[src/rtl/fir_filter_127_tap_top_macros.svh]
// ----------------------------------------------------------------------------
// fir filter assertion macros
// concurrent checks clocked on clock and disabled while reset is high
// ----------------------------------------------------------------------------
`ifndef FIR_FILTER_127_TAP_TOP_MACROS_SVH
`define FIR_FILTER_127_TAP_TOP_MACROS_SVH
`ifndef SYNTH
// property that holds at every edge outside reset
`define FIR_ASSERT(lbl, prop, msg) \
   lbl: assert property (@(posedge clock) disable iff (reset) (prop)) else $error(msg);
// antecedent implies consequent in the following cycle
`define FIR_ASSERT_NEXT(lbl, ante, cons, msg) \
   lbl: assert property (@(posedge clock) disable iff (reset) (ante) |=> (cons)) \
      else $error(msg);
`else
`define FIR_ASSERT(lbl, prop, msg)
`define FIR_ASSERT_NEXT(lbl, ante, cons, msg)
`endif
`endif

[src/rtl/fir127_pkg.sv]
// ----------------------------------------------------------------------------
// fir127_pkg
// sizes, coefficient rom contents and shared types of the fir filter
// ----------------------------------------------------------------------------
`timescale 1ns / 1ps

package fir127_pkg;

   localparam int TAPS         = 127;
   localparam int COEF_WIDTH   = 16;
   localparam int SAMPLE_WIDTH = 16;

   localparam int PTR_WIDTH  = (TAPS > 1) ? $clog2(TAPS) : 1;
   localparam int TAP_WIDTH  = $clog2(TAPS + 1);
   localparam int PROD_WIDTH = SAMPLE_WIDTH + COEF_WIDTH;
   localparam int ACC_WIDTH  = PROD_WIDTH + $clog2(TAPS + 1);

   localparam int TABLE_LEN = 127;
   localparam longint MICRO = 1000000;

   // coefficients in millionths
   localparam int COEF_MICRO [TABLE_LEN] = '{
      345, 300, 243, 171, 85,
      -18, -137, -271, -416, -568,
      -719, -860, -980, -1066, -1105,
      -1083, -990, -815, -554, -205,
      225, 725, 1278, 1859, 2435,
      2973, 3432, 3773, 3954, 3940,
      3701, 3214, 2468, 1467, 228,
      -1217, -2817, -4509, -6212, -7838,
      -9287, -10454, -11237, -11536, -11259,
      -10331, -8694, -6312, -3177, 695,
      5255, 10427, 16109, 22172, 28468,
      34831, 41086, 47056, 52564, 57444,
      61546, 64741, 66930, 68042, 68042,
      66930, 64741, 61546, 57444, 52564,
      47056, 41086, 34831, 28468, 22172,
      16109, 10427, 5255, 695, -3177,
      -6312, -8694, -10331, -11259, -11536,
      -11237, -10454, -9287, -7838, -6212,
      -4509, -2817, -1217, 228, 1467,
      2468, 3214, 3701, 3940, 3954,
      3773, 3432, 2973, 2435, 1859,
      1278, 725, 225, -205, -554,
      -815, -990, -1083, -1105, -1066,
      -980, -860, -719, -568, -416,
      -271, -137, -18, 85, 171,
      0, 0
   };

   typedef logic signed [COEF_WIDTH-1:0] coef_table_type [TAPS];

   // round half away from zero to COEF_WIDTH-1 fraction bits
   function automatic coef_table_type build_coef_table();
      coef_table_type tbl;
      longint mag;
      longint q;
      for (int i = 0; i < TAPS; i++) begin
         if (i >= TABLE_LEN) begin
            tbl[i] = '0;
         end else begin
            mag = (COEF_MICRO[i] < 0) ? -longint'(COEF_MICRO[i]) : longint'(COEF_MICRO[i]);
            q = ((mag << (COEF_WIDTH - 1)) + MICRO / 2) / MICRO;
            tbl[i] = (COEF_MICRO[i] < 0) ? COEF_WIDTH'(-q) : COEF_WIDTH'(q);
         end
      end
      return tbl;
   endfunction

   localparam coef_table_type COEF_TABLE = build_coef_table();

   typedef enum logic [1:0] {
      ST_IDLE,
      ST_RUN,
      ST_DRAIN,
      ST_DONE
   } state_type;

   typedef struct packed {
      logic clear;
      logic tap_valid;
   } mac_ctrl_type;

endpackage

[src/rtl/fir127_mac.sv]
// ----------------------------------------------------------------------------
// fir127_mac
// shared multiply-accumulate with q1.15 rounding and saturation
// ----------------------------------------------------------------------------
`timescale 1ns / 1ps

module fir127_mac
   import fir127_pkg::*;
(
   input  logic                           clock,
   input  logic                           reset,
   input  mac_ctrl_type                   ctrl,
   input  logic signed [SAMPLE_WIDTH-1:0] data,
   input  logic signed [COEF_WIDTH-1:0]   coef,
   output logic                           busy,
   output logic signed [SAMPLE_WIDTH-1:0] result
);

   localparam int ROUND_SHIFT = COEF_WIDTH - 1;
   localparam logic signed [ACC_WIDTH:0] ROUND_HALF = (ACC_WIDTH + 1)'(1) << (ROUND_SHIFT - 1);
   localparam logic signed [ACC_WIDTH:0] SAT_MAX = (ACC_WIDTH + 1)'(2 ** (SAMPLE_WIDTH - 1) - 1);
   localparam logic signed [ACC_WIDTH:0] SAT_MIN = -SAT_MAX - (ACC_WIDTH + 1)'(1);

   logic signed [PROD_WIDTH-1:0] prod_ff;
   logic signed [PROD_WIDTH-1:0] prod_in;
   logic                         prod_vld_ff;
   logic                         prod_vld_in;
   logic signed [ACC_WIDTH-1:0]  acc_ff;
   logic signed [ACC_WIDTH-1:0]  acc_in;
   logic signed [ACC_WIDTH:0]    rnd;
   logic signed [ACC_WIDTH:0]    quo;

   assign prod_in     = data * coef;
   assign prod_vld_in = ctrl.tap_valid & ~ctrl.clear;

   always_comb begin
      if (ctrl.clear) begin
         acc_in = '0;
      end else if (prod_vld_ff) begin
         acc_in = acc_ff + ACC_WIDTH'(prod_ff);
      end else begin
         acc_in = acc_ff;
      end
   end

   always_ff @(posedge clock) begin
      if (reset) begin
         prod_vld_ff <= 1'b0;
      end else begin
         prod_vld_ff <= prod_vld_in;
      end
   end

   always_ff @(posedge clock) begin
      prod_ff <= prod_in;
      acc_ff  <= acc_in;
   end

   // round half up, then clamp
   assign rnd = (ACC_WIDTH + 1)'(acc_ff) + ROUND_HALF;
   assign quo = rnd >>> ROUND_SHIFT;

   always_comb begin
      if (quo > SAT_MAX) begin
         result = SAT_MAX[SAMPLE_WIDTH-1:0];
      end else if (quo < SAT_MIN) begin
         result = SAT_MIN[SAMPLE_WIDTH-1:0];
      end else begin
         result = quo[SAMPLE_WIDTH-1:0];
      end
   end

   assign busy = prod_vld_ff;

endmodule

[src/rtl/fir_filter_127_tap_top.sv]
// ----------------------------------------------------------------------------
// fir_filter_127_tap_top: 127-tap fir low-pass over a circular delay memory
// one item at a time; each is processed by one shared multiply-accumulate reading
// one delay memory entry per cycle, then the two-stage product pipeline drain and the
// result hand-off; a result not yet taken while rsp_ready is low stalls the next item
// in the done state
// reset clears pointer, fill count and control; no clearing pass is needed
// ----------------------------------------------------------------------------
`timescale 1ns / 1ps
`include "fir_filter_127_tap_top_macros.svh"

module fir_filter_127_tap_top
   import fir127_pkg::*;
(
   input  logic                           clock,
   input  logic                           reset,
   input  logic                           req_valid,
   output logic                           req_ready,
   input  logic signed [SAMPLE_WIDTH-1:0] req_sample,
   output logic                           rsp_valid,
   input  logic                           rsp_ready,
   output logic signed [SAMPLE_WIDTH-1:0] rsp_filtered
);

   logic signed [SAMPLE_WIDTH-1:0] delay_mem [TAPS];

   state_type state_ff;
   state_type state_in;

   logic [PTR_WIDTH-1:0]           ptr_ff;
   logic [PTR_WIDTH-1:0]           ptr_in;
   logic [TAP_WIDTH-1:0]           fill_ff;
   logic [TAP_WIDTH-1:0]           fill_in;
   logic [TAP_WIDTH-1:0]           tap_ff;
   logic [TAP_WIDTH-1:0]           tap_in;
   logic [PTR_WIDTH-1:0]           tap_idx;
   logic [PTR_WIDTH:0]             addr_wide;
   logic [PTR_WIDTH-1:0]           rd_addr;
   logic signed [SAMPLE_WIDTH-1:0] rd_data_ff;
   logic                           ent_ok_ff;
   logic signed [COEF_WIDTH-1:0]   coef_ff;
   logic                           rd_vld_ff;
   logic                           rsp_valid_ff;
   logic                           rsp_valid_in;
   logic signed [SAMPLE_WIDTH-1:0] rsp_filtered_ff;

   logic accept;
   logic issue;
   logic last_tap;
   logic finish;

   mac_ctrl_type                   mac_ctrl;
   logic                           mac_busy;
   logic signed [SAMPLE_WIDTH-1:0] mac_result;
   logic signed [SAMPLE_WIDTH-1:0] mac_data;

   assign tap_idx  = tap_ff[PTR_WIDTH-1:0];
   assign last_tap = (tap_ff == TAP_WIDTH'(TAPS - 1));

   // address of the sample tap_idx places back from the newest
   always_comb begin
      if (tap_idx <= ptr_ff) begin
         addr_wide = {1'b0, ptr_ff} - {1'b0, tap_idx};
      end else begin
         addr_wide = {1'b0, ptr_ff} + (PTR_WIDTH + 1)'(TAPS) - {1'b0, tap_idx};
      end
   end
   assign rd_addr = addr_wide[PTR_WIDTH-1:0];

   // next state
   always_comb begin
      state_in = state_ff;
      unique case (state_ff)
         ST_IDLE: begin
            if (req_valid) begin
               state_in = ST_RUN;
            end
         end
         ST_RUN: begin
            if (last_tap) begin
               state_in = ST_DRAIN;
            end
         end
         ST_DRAIN: begin
            if (!rd_vld_ff && !mac_busy) begin
               state_in = ST_DONE;
            end
         end
         ST_DONE: begin
            if (!rsp_valid_ff || rsp_ready) begin
               state_in = ST_IDLE;
            end
         end
         default: begin
            state_in = ST_IDLE;
         end
      endcase
   end

   // outputs of the state machine
   always_comb begin
      req_ready = 1'b0;
      issue     = 1'b0;
      finish    = 1'b0;
      unique case (state_ff)
         ST_IDLE:  req_ready = 1'b1;
         ST_RUN:   issue     = 1'b1;
         ST_DRAIN: ;
         ST_DONE:  finish    = !rsp_valid_ff || rsp_ready;
         default:  ;
      endcase
   end

   assign accept = req_valid & req_ready;

   always_comb begin
      ptr_in  = ptr_ff;
      fill_in = fill_ff;
      tap_in  = tap_ff;
      if (accept) begin
         tap_in = '0;
         if (fill_ff != TAP_WIDTH'(TAPS)) begin
            fill_in = fill_ff + TAP_WIDTH'(1);
         end
      end else if (issue) begin
         tap_in = tap_ff + TAP_WIDTH'(1);
      end
      if (finish) begin
         ptr_in = (ptr_ff == PTR_WIDTH'(TAPS - 1)) ? '0 : ptr_ff + PTR_WIDTH'(1);
      end
   end

   always_comb begin
      if (finish) begin
         rsp_valid_in = 1'b1;
      end else if (rsp_ready) begin
         rsp_valid_in = 1'b0;
      end else begin
         rsp_valid_in = rsp_valid_ff;
      end
   end

   always_ff @(posedge clock) begin
      if (reset) begin
         state_ff     <= ST_IDLE;
         ptr_ff       <= '0;
         fill_ff      <= '0;
         tap_ff       <= '0;
         rd_vld_ff    <= 1'b0;
         rsp_valid_ff <= 1'b0;
      end else begin
         state_ff     <= state_in;
         ptr_ff       <= ptr_in;
         fill_ff      <= fill_in;
         tap_ff       <= tap_in;
         rd_vld_ff    <= issue;
         rsp_valid_ff <= rsp_valid_in;
      end
   end

   // delay memory, one write and one registered read
   always_ff @(posedge clock) begin
      if (accept) begin
         delay_mem[ptr_ff] <= req_sample;
      end
      if (issue) begin
         rd_data_ff <= delay_mem[rd_addr];
      end
   end

   // entries past the fill count were never written and read as zero
   always_ff @(posedge clock) begin
      if (issue) begin
         ent_ok_ff <= TAP_WIDTH'(rd_addr) < fill_ff;
         coef_ff   <= COEF_TABLE[tap_idx];
      end
      if (finish) begin
         rsp_filtered_ff <= mac_result;
      end
   end

   assign mac_data           = ent_ok_ff ? rd_data_ff : '0;
   assign mac_ctrl.clear     = accept;
   assign mac_ctrl.tap_valid = rd_vld_ff;

   fir127_mac u_mac (
      .clock  (clock),
      .reset  (reset),
      .ctrl   (mac_ctrl),
      .data   (mac_data),
      .coef   (coef_ff),
      .busy   (mac_busy),
      .result (mac_result)
   );

   assign rsp_valid    = rsp_valid_ff;
   assign rsp_filtered = rsp_filtered_ff;

   `FIR_ASSERT(a_accept_quiet, accept |-> !(rd_vld_ff || mac_busy), "item accepted mid run")
   `FIR_ASSERT(a_fill_range, fill_ff <= TAP_WIDTH'(TAPS), "fill count beyond tap count")
   `FIR_ASSERT_NEXT(a_done_taps, (state_ff == ST_DRAIN) && (state_in == ST_DONE), tap_ff == TAP_WIDTH'(TAPS), "result formed before all taps")
   `FIR_ASSERT_NEXT(a_finish_rsp, finish, rsp_valid_ff && (state_ff == ST_IDLE), "finished item not presented")

endmodule
[config.mk]
export PLATFORM = sky130hd
export DESIGN_NAME = fir_filter_127_tap_top
export DESIGN_NICKNAME = d
export VERILOG_FILES = /design/src/rtl/fir127_pkg.sv /design/src/rtl/fir127_mac.sv /design/src/rtl/fir_filter_127_tap_top.sv
export VERILOG_INCLUDE_DIRS = /design/src /design/src/rtl
export SDC_FILE = /design/constraint.sdc
export NUM_CORES = 2
export LEC_CHECK = 0
export ABC_AREA = 1
export BUFFER_PORTS_ARGS = -buffer_cell sky130_fd_sc_hd__buf_4
export CAP_MARGIN = 0
export CORE_ASPECT_RATIO = 1.4
export CORE_UTILIZATION = 40
export CTS_BUF_LIST = sky130_fd_sc_hd__clkbuf_4
export DETAILED_ROUTE_END_ITERATION = 8
export PLACE_DENSITY = 0.59
export SLEW_MARGIN = 20
export SYNTH_ARGS = -nofsm -noshare
export SYNTH_HDL_FRONTEND = slang
export SYNTH_SLANG_ARGS = --single-unit
[constraint.sdc]
create_clock -name clock -period 17.4 [get_ports clock]
set_input_delay 1.74 -clock clock [delete_from_list [all_inputs] [get_ports clock]]
set_output_delay 1.74 -clock clock [all_outputs]
set_load 0.03 [all_outputs]
* After elaboration in Yosys (flattened, before gate mapping)
Memories as Yosys holds them, arrays and structs flattened. A register that Yosys moved wholly into a read port is not among the register bits.
Cells that the tools add are included.
** Storage, ports and cells
- Output and inout bits :: 18
- Flip-flop bits (word level) :: 114
- Memory bits (writable) :: 2032
- Memory bits (read-only) :: 2048
- Memories :: 2
** Operators by class
- Order comparisons :: 4
- Reductions and logical operators :: 10
- Multipliers :: 1
- Mux-type cells :: 16
- Add/sub/neg operators :: 8
- Equal/unequal tests :: 10
- Bitwise operators :: 4
** Memories
- (no name shown) :: words 128, bits a word 16, rd ports 1, clocked after memory_dff 1, write ports 0, RTL line fir_filter_127_tap_top.sv:175 : coef_ff <= COEF_TABLE[tap_idx];
- delay_mem :: words 127, bits a word 16, rd ports 1, clocked after memory_dff 1, write ports 1, RTL line fir_filter_127_tap_top.sv:25 : logic signed [SAMPLE_WIDTH-1:0] delay_mem [TAPS];
** Operator list (number)
- $add A39 B16 Y40 const B :: 1
- $add A39 B32 Y39 :: 1
- $mul A16 B16 Y32 :: 1
- $mux W16 :: 2
- $gt A25 B16 Y1 const B :: 1
- $lt A25 B16 Y1 const B :: 1
- $add A7 B1 Y7 const B :: 3
- $eq A7 B7 Y1 const B :: 2
- $mux W7 :: 2
- $sub A7 B7 Y7 :: 2
- $mux W2 :: 4
- $ne A2 B2 Y1 const B :: 4
- $not A7 Y8 :: 1
- $pmux W2 S4 :: 1
- $add A7 B7 Y7 const B :: 1
- $le A7 B7 Y1 :: 1
- $lt A7 B7 Y1 :: 1
- $mux W1 :: 7
- $ne A7 B7 Y1 const B :: 1
- $eq A2 B2 Y1 const B :: 2
- $reduce_and A4 Y1 :: 1
- $logic_not A1 Y1 :: 3
- $and A1 B1 Y1 :: 2
- $eq A2 B1 Y1 const B :: 1
- other kinds (7) :: 7

* Longest topological paths before layout
- Depth in word-level cells :: 5
- Mapped depth :: 27
- Gate-level depth less buffers :: 25

* Cells and area by module
From an unflattened synthesis, not the netlist that was laid out.
** Second synthesis, totals
- Cells, all modules :: 9787
- Area total of the unflattened synthesis :: 103305.3 um2
** Modules (own cells, without submodules)
- fir_filter_127_tap_top :: cells an instance 7442, sequential area each 62900.3 um2, instances 1, area each 87124.8 um2
- fir127_mac :: cells an instance 2345, sequential area each 1441.4 um2, instances 1, area each 16180.5 um2

* Worst setup path after synthesis
Ideal clock, no wire load.
- Kind :: reg2reg
- Start :: register ent_ok_ff
- End :: register u_mac.prod_ff[27]
- Path buffers :: 2
- Clock period less this slack :: 5.902 ns
- Data required time :: 17.279 ns
- Data arrival time :: 5.782 ns
- Stages on the path, launching flop included :: 27
- Setup slack :: 11.498 ns
- Cell sequence :: edfxtp_1 -> clkbuf_1 -> clkbuf_1 -> nand2_1 -> inv_1 -> nand2_1 -> fa_1 -> inv_1 -> fa_1 -> inv_1 -> fa_1 -> inv_1 -> fa_1 -> fa_1 -> inv_1 -> fa_1 -> inv_1 -> ha_1 -> a21oi_1 -> o21a_1 -> o21ai_0 -> a21oi_1 -> o21bai_1 -> a21o_1 -> nand2_1 -> nand2_1 -> xor2_1
** Between the ends
- Word-level cells in the longest chain between the ends :: 2
** RTL lines
- start, declared :: RTL line fir_filter_127_tap_top.sv:40 : logic ent_ok_ff;
- start signal, assigned :: RTL line fir_filter_127_tap_top.sv:174 : ent_ok_ff <= TAP_WIDTH'(rd_addr) < fill_ff;
- $mux W16 :: RTL line fir_filter_127_tap_top.sv:182 : assign mac_data = ent_ok_ff ? rd_data_ff : '0;
- $mul A16 B16 Y32 :: RTL line fir127_mac.sv:33 : assign prod_in = data * coef;
- via u_mac.prod_in[27] :: RTL line fir127_mac.sv:25 : logic signed [PROD_WIDTH-1:0] prod_in;
- end signal, assigned :: RTL line fir127_mac.sv:55 : prod_ff <= prod_in;
- end, declared :: RTL line fir127_mac.sv:24 : logic signed [PROD_WIDTH-1:0] prod_ff;
The timed path passes the listed nets, and every way through them passes these cells.
A chain may end at the register's enable or synchronous reset.

* Final worst setup path
- Start :: register tap_ff[6]
- End :: register rd_data_ff[10], read port of delay_mem (data pin)
** Between the ends
- Word-level cells in the longest chain between the ends :: 2
** RTL lines
- start, declared :: RTL line fir_filter_127_tap_top.sv:34 : logic [TAP_WIDTH-1:0] tap_ff;
- start signal, assigned :: RTL line fir_filter_127_tap_top.sv:155 : tap_ff <= tap_in;
- $sub A7 B7 Y7 (tied with other cells) :: RTL line fir_filter_127_tap_top.sv:65 : addr_wide = {1'b0, ptr_ff} + (PTR_WIDTH + 1)'(TAPS) - {1'b0, tap_idx};
- $mux W7 * :: RTL line fir_filter_127_tap_top.sv:62 : if (tap_idx <= ptr_ff) begin
- end, declared :: RTL line fir_filter_127_tap_top.sv:39 : logic signed [SAMPLE_WIDTH-1:0] rd_data_ff;
Every way passes the cells marked *; elsewhere a longest branch is shown, timed or not.

==> run summary <==
CTS built an H-tree with a depth of 6. In the final layout, the share of cells above drive strength 1 is 11.0%. During I/O placement, the number of pins put on the boundary was 38.

The run gives 0 as the count of unresolved DRC violations after routing. Synthesis handed over a netlist of 9290 instances. The peak per-stage delay on the critical path was 0.80 ns. The synthesized netlist occupies a cell area of 0.102 mm2.

In this run the register-to-register setup slack is 10.19 ns. The first global-routing pass estimated 472000 um of wire. The number of maximum-capacitance constraint violations is 0, and the final setup violation count is 0. After filler insertion, the fill cell instance count of the layout stands at 23400.

The maximum fanout encountered on the critical timing path is 150. The worst setup path is captured at a register. Wires add up to 321000 um. The longest clock path from root to sink contains 4 buffers. The startpoint identified for the worst hold timing path is fill_ff[6].

After detailed routing, the average wire length per cell comes to 24.4 um. Summed over all layers, the global routing overflow is 0. The hold-fix buffer count after cts was 0. The tools report the die footprint as 0.256 mm2. The placeable core region is 0.252 mm2. The cell repeated most along the worst path is sky130_fd_sc_hd__nand3_1. Detailed placement ended at an HPWL of 192000 um. Subtracting the final worst setup slack from the clock period gives 7.21 ns. The required arrival time at the worst endpoint was 18.46 ns. The register bit count reported by yosys was 2175; the number of enable-type register cells in the synthesized netlist was 2078. The critical path is of the register to register type. At the pin with the least slew margin, the transition time is 1.21 ns. The worst reg2reg path depth was 19. The final route contains 73300 vias. The number of nets in the synthesized netlist is 9724. In this run the worst hold path is classified as register to register. Entering global routing, the biggest net connects 170 pins.

Yosys printed 0 warnings. After synthesis, flip-flops and latches occupy 63.3% of the total area. The global routing usage on met3 is 3.60%. Initial antenna violation count: 7.

Clock tree root buffer cell: sky130_fd_sc_hd__clkbuf_4. The total number of nets in the final design was 9986; the global-route usage over all layers was 24.6%. The post-CTS setup repair buffer count is 0, and the synthesized area per cell is 10.9 um2.

The maximum operating frequency came out at 139 MHz. The final count of pins violating max slew is 0, and the iteration count of the initial detailed-routing pass is 6. The die extent in y was 598 um.

The global-route track usage on met1 is 28.5%. The total clock sinks is 2175. STA classifies the critical path startpoint as a register. The end of the worst register-to-register path was rd_data_ff[10].

In the global route stage, met2 resource usage came out at 42.9%. Counting both buffers and inverters, the worst setup path holds a total of 4. The horizontal extent of the die came out at 428 um. The run finished with clean final reports. The tools report the final setup TNS as 0 ns.

Setup repair after global routing left no endpoint under its margin. Most common flop cell mapped by yosys: sky130_fd_sc_hd__edfxtp_1. In this run the remaining antenna-violating nets after routing total 0. The via count of the first global-routing pass came out at 73400. The remaining max-slew budget at the tightest pin was 19.1%; the number of clock buffers inserted by TritonCTS was 530.

The worst register-to-register path begins at tap_ff[6]. Proportion of register bits with asynchronous set or reset after synthesis: 0%. The critical path runs through a total of 19 cells. The number of design-rule violations left by the first detailed-router iteration is 6693, and the count of port buffers added during placement is 37.

For this design, the slowest cell found on the critical path is sky130_fd_sc_hd__buf_4. TritonCTS built the clock tree. The clock tree skew after final layout is 0.107 ns, and the register clock-pin slew on the reported worst setup and hold paths is 0.07 ns.

At the worst endpoint, the arrival time is 8.27 ns. For the starting density of the core, the log shows 40.3%. From synthesis to final layout, the design area changed by 10.1%. The number of rows created at floorplan came out at 218. The busiest layer in global routing was met2.

The worst hold path terminates at fill_ff[6]. Number of instances resized during post-cts repair: 0. The instance count along the most critical hold path is 2.

The final count of hold timing violations was 0. At the later pin of the worst-skew pair, clock insertion delay measures 1.23 ns. Walking the worst path, the cells encountered are inv_1, ha_1, nand2_1, nor2_1, nand2_4, nand3_4, nand2_4, nand2_4, buf_4, buf_4, buf_12, nand2_1, nand3_1, nand3_1, nand3_1, nand3_1, nand3_1, nand3_1, nand2_1.

The global placer's final weighted congestion came out at 1.00. The share of the clock period used by the worst path is 41.4%. Among cell families on the critical path, the largest total delay comes from simple AND/OR/NAND/NOR gates.

The mean number of vias per cell was 5.56; the count of distinct cell types in the synthesized netlist was 57.
## cell families (layout without fill, tap and decap cells)
logic type	count (synthesis)	count (layout)	synth area share, %
and+or+nand+nor	5062	5062	21.7
DFF	2175	2175	63.3
AOI/OAI and AO/OA	424	424	2.42
xor gates and xnor gates	94	94	0.818
other	0	6	0
buffers and inverters	1121	1704	4.75
adders and majority gates	414	414	7.01
## synth_stat cells, drive strengths merged (17+ instances only)
cell    instances  share of area, %
dfxtp          97               1.9
a21oi         172              0.86
o21ai         132              0.65
clkbuf        155              0.57
nand2        2348               8.7
inv           588               2.2
edfxtp       2078                61
nor2          436               1.6
nand3        2184                11
a31oi          17              0.10
xor2           69              0.60
nor3           42              0.21
fa            259               5.1
buf           368               2.0
o211ai         17              0.13
ha            155               1.9
xnor2          25              0.22
## how the worst max path moves through the flow
stage,from,to,slack [ns]
2_1_floorplan,ent_ok_ff,u_mac.prod_ff[27],11.50
3_3_place_gp,tap_ff[6],rd_data_ff[10],10.30
3_5_place_dp,tap_ff[6],rd_data_ff[10],10.28
4_1_cts,tap_ff[6],rd_data_ff[10],10.26
5_1_grt,tap_ff[6],rd_data_ff[10],9.76
6_report,tap_ff[6],rd_data_ff[10],10.19
## registers in the layout, summed over array words and instances, names as in the netlist, 13 cells and up
name,flops
u_mac.prod_ff,32
coef_ff,13
u_mac.acc_ff,39
rd_data_ff,16
delay_mem,2032
rsp_filtered,16
## placed cells by master (no fill, tap or decap), drive strengths merged, types with 132 or more instances in the layout
cell type	count
nand2	2348
nor2	436
buf	253
ha	155
inv	602
clkbuf	733
edfxtp	2078
fa	259
nand3	2184
o21ai	132
a21oi	172
## layer usage
layer	vias to the layer above	part of all wire, %	wire length (um)
met1	36100	36	116000
li1	33000	-	-
met2	3372	50	162000
met5	-	0.010	33
met3	825	7.3	23400
met4	4	6.3	20400
## worst register-to-register path, delay by kind of cell (launching register included)
family	cells	cell delay, ns
adder cells (fa/ha/maj)	1	0.48
buffers and inverters	4	2.71
flip-flops	1	0.79
AND/OR/NAND/NOR	14	3.09
## area by class of cell
cell class / count / area [um2] / share of cell area [%]
multi-input cells: 5994 / 32600 / 29.1
clock buffers: 733 / 5500 / 4.92
clock inverters: 120 / 1100 / 0.980
diodes: 6 / 15.0 / 0.0134
well taps: 3300 / 4130 / 3.69
repair buffers: 253 / 2010 / 1.80
inverters: 598 / 2260 / 2.02
flip-flops and latches: 2175 / 64300 / 57.5
## per-stage QoR
stage | util [%] | setup slack, ns | instances | instance area, um2 | hold WS (ns)
final | 44.4 | 10.19 | 13200 | 112000 | 0.498
after global routing | 44.4 | 9.76 | 13200 | 112000 | 0.553
after CTS | 44.4 | 10.26 | 13200 | 112000 | 0.495
after detailed placement | 41.7 | 10.28 | 12300 | 105000 | 0.486
after global placement | 41.7 | 10.30 | 12300 | 105000 | 0.486
after floorplan | - | 11.50 | 9290 | 102000 | 0.416
Power is not shown: default switching activity piles up to over one toggle a cycle in this logic, so the estimate is an artifact.
